===== src/design/mlt_pkg.sv =====
package mlt_pkg;

  localparam int unsigned Buckets     = 256;
  localparam int unsigned Ways        = 4;
  localparam int unsigned PortBits    = 6;
  localparam int unsigned BucketBits  = $clog2(Buckets);
  localparam int unsigned WayBits     = (Ways > 1) ? $clog2(Ways) : 1;
  localparam int unsigned KeyBits     = 48;
  localparam int unsigned TimeBits    = 32;
  localparam int unsigned CountBits   = 11;
  localparam int unsigned OutPortBits = 6;
  localparam logic [TimeBits-1:0] AgeingReset = TimeBits'(300);

  typedef enum logic [1:0] {
    OP_LEARN  = 2'd0,
    OP_LOOKUP = 2'd1,
    OP_TICK   = 2'd2,
    OP_AGE    = 2'd3
  } op_e;

  typedef enum logic [2:0] {
    ST_IDLE,
    ST_READ,
    ST_UPDATE,
    ST_SWEEP_RD,
    ST_SWEEP_WR,
    ST_DONE
  } state_e;

  typedef struct packed {
    logic issue_read;
    logic do_update;
    logic do_tick;
    logic sweep_start;
    logic sweep_read;
    logic sweep_write;
    logic capture;
  } ctrl_cmd_t;

  typedef struct packed {
    logic sweep_last;
  } ctrl_sts_t;

  typedef struct packed {
    logic [KeyBits-1:0]  key;
    logic [PortBits-1:0] port;
    logic [TimeBits-1:0] seen;
  } entry_t;

endpackage


===== src/design/mlt_ctrl.sv =====
module mlt_ctrl (
  input  logic               clk_i,
  input  logic               rst_ni,
  input  logic               in_fire_i,
  input  logic [1:0]         in_op_i,
  input  logic               out_free_i,
  input  mlt_pkg::ctrl_sts_t sts_i,
  output mlt_pkg::ctrl_cmd_t cmd_o,
  output logic               busy_o
);
  import mlt_pkg::*;

  state_e state_q, state_d;

  always_comb begin
    state_d = state_q;
    case (state_q)
      ST_IDLE: begin
        if (in_fire_i) begin
          case (op_e'(in_op_i))
            OP_LEARN, OP_LOOKUP: state_d = ST_READ;
            OP_TICK:             state_d = ST_DONE;
            OP_AGE:              state_d = ST_SWEEP_RD;
            default:             state_d = ST_DONE;
          endcase
        end
      end
      ST_READ:     state_d = ST_UPDATE;
      ST_UPDATE:   state_d = ST_DONE;
      ST_SWEEP_RD: state_d = ST_SWEEP_WR;
      ST_SWEEP_WR: state_d = sts_i.sweep_last ? ST_DONE : ST_SWEEP_RD;
      ST_DONE:     if (out_free_i) state_d = ST_IDLE;
      default:     state_d = ST_IDLE;
    endcase
  end

  always_comb begin
    cmd_o = '0;
    busy_o = (state_q != ST_IDLE);
    case (state_q)
      ST_IDLE: begin
        cmd_o.issue_read  = in_fire_i;
        cmd_o.do_tick     = in_fire_i && (op_e'(in_op_i) == OP_TICK);
        cmd_o.sweep_start = in_fire_i && (op_e'(in_op_i) == OP_AGE);
      end
      ST_UPDATE:   cmd_o.do_update = 1'b1;
      ST_SWEEP_RD: cmd_o.sweep_read = 1'b1;
      ST_SWEEP_WR: cmd_o.sweep_write = 1'b1;
      ST_DONE:     cmd_o.capture = out_free_i;
      default:     cmd_o = '0;
    endcase
  end

  always_ff @(posedge clk_i or negedge rst_ni) begin
    if (!rst_ni) begin
      state_q <= ST_IDLE;
    end else begin
      state_q <= state_d;
    end
  end

  a_sweep_only_from_rd: assert property (@(posedge clk_i) disable iff (!rst_ni)
    state_q == ST_SWEEP_WR |-> $past(state_q) == ST_SWEEP_RD) else $error("sweep order");
  a_update_after_read: assert property (@(posedge clk_i) disable iff (!rst_ni)
    state_q == ST_UPDATE |-> $past(state_q) == ST_READ) else $error("update order");
  a_busy_no_accept: assert property (@(posedge clk_i) disable iff (!rst_ni)
    busy_o |-> !cmd_o.issue_read) else $error("accept while busy");

endmodule


===== config.mk =====
export PLATFORM = sky130hd
export DESIGN_NAME = mlt_ctrl
export DESIGN_NICKNAME = d
export VERILOG_FILES = /design/src/design/mlt_pkg.sv /design/src/design/mlt_ctrl.sv
export SDC_FILE = /design/constraint.sdc
export NUM_CORES = 1
export LEC_CHECK = 0
export BUFFER_PORTS_ARGS = -buffer_cell sky130_fd_sc_hd__buf_4
export CAP_MARGIN = 20
export CORE_AREA = 2 2 39 41
export DETAILED_ROUTE_END_ITERATION = 16
export DIE_AREA = 0 0 41 43
export PLACE_DENSITY = 0.41
export SYNTH_ARGS = -nofsm -noshare
export SYNTH_HDL_FRONTEND = slang
export SYNTH_SLANG_ARGS = --single-unit

===== constraint.sdc =====
create_clock -name clk_i -period 3.2 [get_ports clk_i]
set_clock_uncertainty 0.1 [all_clocks]
set_input_delay 0.48 -clock clk_i [delete_from_list [all_inputs] [get_ports clk_i]]
set_output_delay 0.48 -clock clk_i [all_outputs]
set_load 0.05 [all_outputs]

==> qor.txt <==
Max clock buf depth -> 2
Largest area contributor in the netlist -> dfrtp_1
Share of layout cells above drive strength 1 -> 0.4043
Worst skew pair latency -> 0.23 ns
Largest register FFs -> 3
Finished Layout Cells -> 63
Routed Antenna Nets -> 0
Die footprint -> 0.001763 sq mm
Slew @ Worst Pin -> 0.3566 ns
Nets -> 55
Crit path capture type -> primary output
Routed wire per std cell -> 10.25 um
Worst vdd ir -> 0.4338 mV
Yosys top cell area share -> 0.2679
Via density -> 4.413
Crit path arrival time -> 1.52 ns
WHS Path Cells -> 3
Final instance area -> 414.1 sq um
Reg with most FFs -> state_q
First-pass GRT wire length -> 1.166 mm
FMAX -> 475.6 MHz
First-pass DRT Iterations -> 1
GP Congestion -> 0.7250
Final WL -> 646 um
Synth area leaders -> dfrtp_1 (27%), buf_6 (8.0%), nor2b_1 (6.7%), and4bb_4 (5.8%), nor2b_4 (4.9%)
DRC violations left -> 0
Initial DRC Count -> 0
Number of global-route vias before repair -> 289
Root cell of the clock tree -> clkbuf_4
Core ar. -> 0.001384 sq mm
CP startpoint kind -> flop
Layout Utilization -> 0.2993
Avg Cell Area, Syn -> 9.041 sq um
RR Startpoint -> state_q[2]
Largest regs -> state_q (3)
Port Buf Inserts -> 14
Worst-path clk slew -> 0.03 ns
Height of the die -> 43 um
H-Tree Depth -> 1
Area grow syn2layout -> 47.77%
Hold Vio Cnt, Final -> 0
Antenna violations before repair -> 0
Max Cap Violations -> 0
Initial core utilization -> 0.2025
Synthesized net count -> 38
EDFF count, synth -> 0
Power per cell area -> 1006 mW/mm^2
Max-slew violation count -> 0
CP Max Fanout -> 9
FF+latch count, synth -> 3
Status -> completed
Slew HR -> 0.7604
Final Setup Violations -> 0
Setup TNS -> 0 ns
Minimum hold slack -> 0.4452 ns
Min-delay worst type -> in -> reg
Sequential element share of the synthesized area -> 0.2679
Largest net degree at the start of global routing -> 12
Top_reg_cell synth -> dfrtp_1
Post-cts sizing count -> 0
Critical path type -> reg -> out
Placed cell area -> 377.9 sq um
Synth Instances -> 31
Hold_sp -> sts_i
Reg2reg path depth -> 3
Gr ovfl total -> 0
Number of CTS-inserted buffers -> 3
Final period utilization -> 0.6571
Total number of vias -> 278
R2R Path End -> state_q[2]
Final min period -> 2.103 ns
Post-synth cell types -> 22
Yosys warns -> 0
Placement row count -> 14
WHS Endpoint -> state_q[1]
R2R setup slack -> 1.75 ns
Antenna Cells -> 0
# placed instances -> 58
GRT Util Overall -> 0.09658
Die X -> 41 um
Critical path required time -> 2.62 ns
# IOs -> 15
FFs w/ async S/R, synth -> 1.000
RSZ-0062 raised after global routing -> no
Detailed Place HPWL -> 513.6 um
CTS tree -> built
Clock sink count -> 3
Pleak -> 0.0002046 uW
Post-Synthesis Cell Area -> 280.3 sq um
==> placed cells by master, fill, tap and decap left out, types with 2 or more instances in the layout <==
cell	n
and2_1	2
buf_4	14
clkbuf_4	3
dfrtp_1	3
inv_1	2
nor2_1	2
nor2b_1	3
nor3_1	2
==> worst max-delay path, stage by stage, from the launching register on <==
cell and delay [ns]:
dfrtp_1 0.47, nor3_1 0.37, nand3_1 0.14, nor2_1 0.11, buf_4 0.20
==> worst max-delay path by stage <==
stage / start / to / slack (ns) / cells past startpoint
detailed placement: state_q[1] / cmd_o[4] / 1.31 / 4
finish: state_q[1] / cmd_o[4] / 1.10 / 4
global route: state_q[0] / cmd_o[4] / 0.96 / 4
floorplan: state_q[0] / cmd_o[3] / 1.10 / 4
CTS: state_q[1] / cmd_o[4] / 1.05 / 4
global placement: state_q[1] / cmd_o[4] / 1.38 / 4
==> cells in the mapped netlist, types with 2 or more instances <==
cell,number
dfrtp_1,3
nor2b_1,3
and2_1,2
buf_6,2
inv_1,2
nor2_1,2
nor3_1,2
==> what timing repair did <==
action	CTS	global route
setup buffers	0	0
hold buffers	1	0
endpoints found under the hold margin	3	0
==> area by class of cell <==
class	instances	area [sq um]
Multi-Input combinational cell	23	170.2
Timing Repair Buffer	15	115.1
Sequential cell	3	75.07
Fill cell	162	969.7
Tap cell	16	20.02
Clock buffer	4	26.28
Inverter	2	7.507
==> power breakdown <==
part	leakage [uW]	total, uW	internal, uW	switching [uW]
combinational	0.000152	251	99.2	152
clock	0.0000150	64.5	46.6	17.9
sequential	0.0000374	101	55.9	45.3
==> cell families after synthesis <==
group	share of synthesized area
flip-flops	0.2679
AO/OA/AOI/OAI	0.1875
AND/OR/NAND/NOR	0.4197
buffers and inverters	0.1250
==> stage by stage <==
| step | worst slack (ns) | power [uW] |
|---|---|---|
| after floorplan | 1.096 | 306.6 |
| after global placement | 1.382 | 353.0 |
| after detailed placement | 1.310 | 355.1 |
| after CTS | 1.050 | 424.9 |
| after global routing | 0.9619 | 451.4 |
| final | 1.097 | 416.6 |
==> per-layer routing <==
layer	wire, um	share of wire	GRT usage
met5	0	0	0
met4	0	0	0.04667
met3	41	0.063	0.03665
met2	321	0.50	0.1500
met1	283	0.44	0.1100
(Power assumes the default switching activity.)
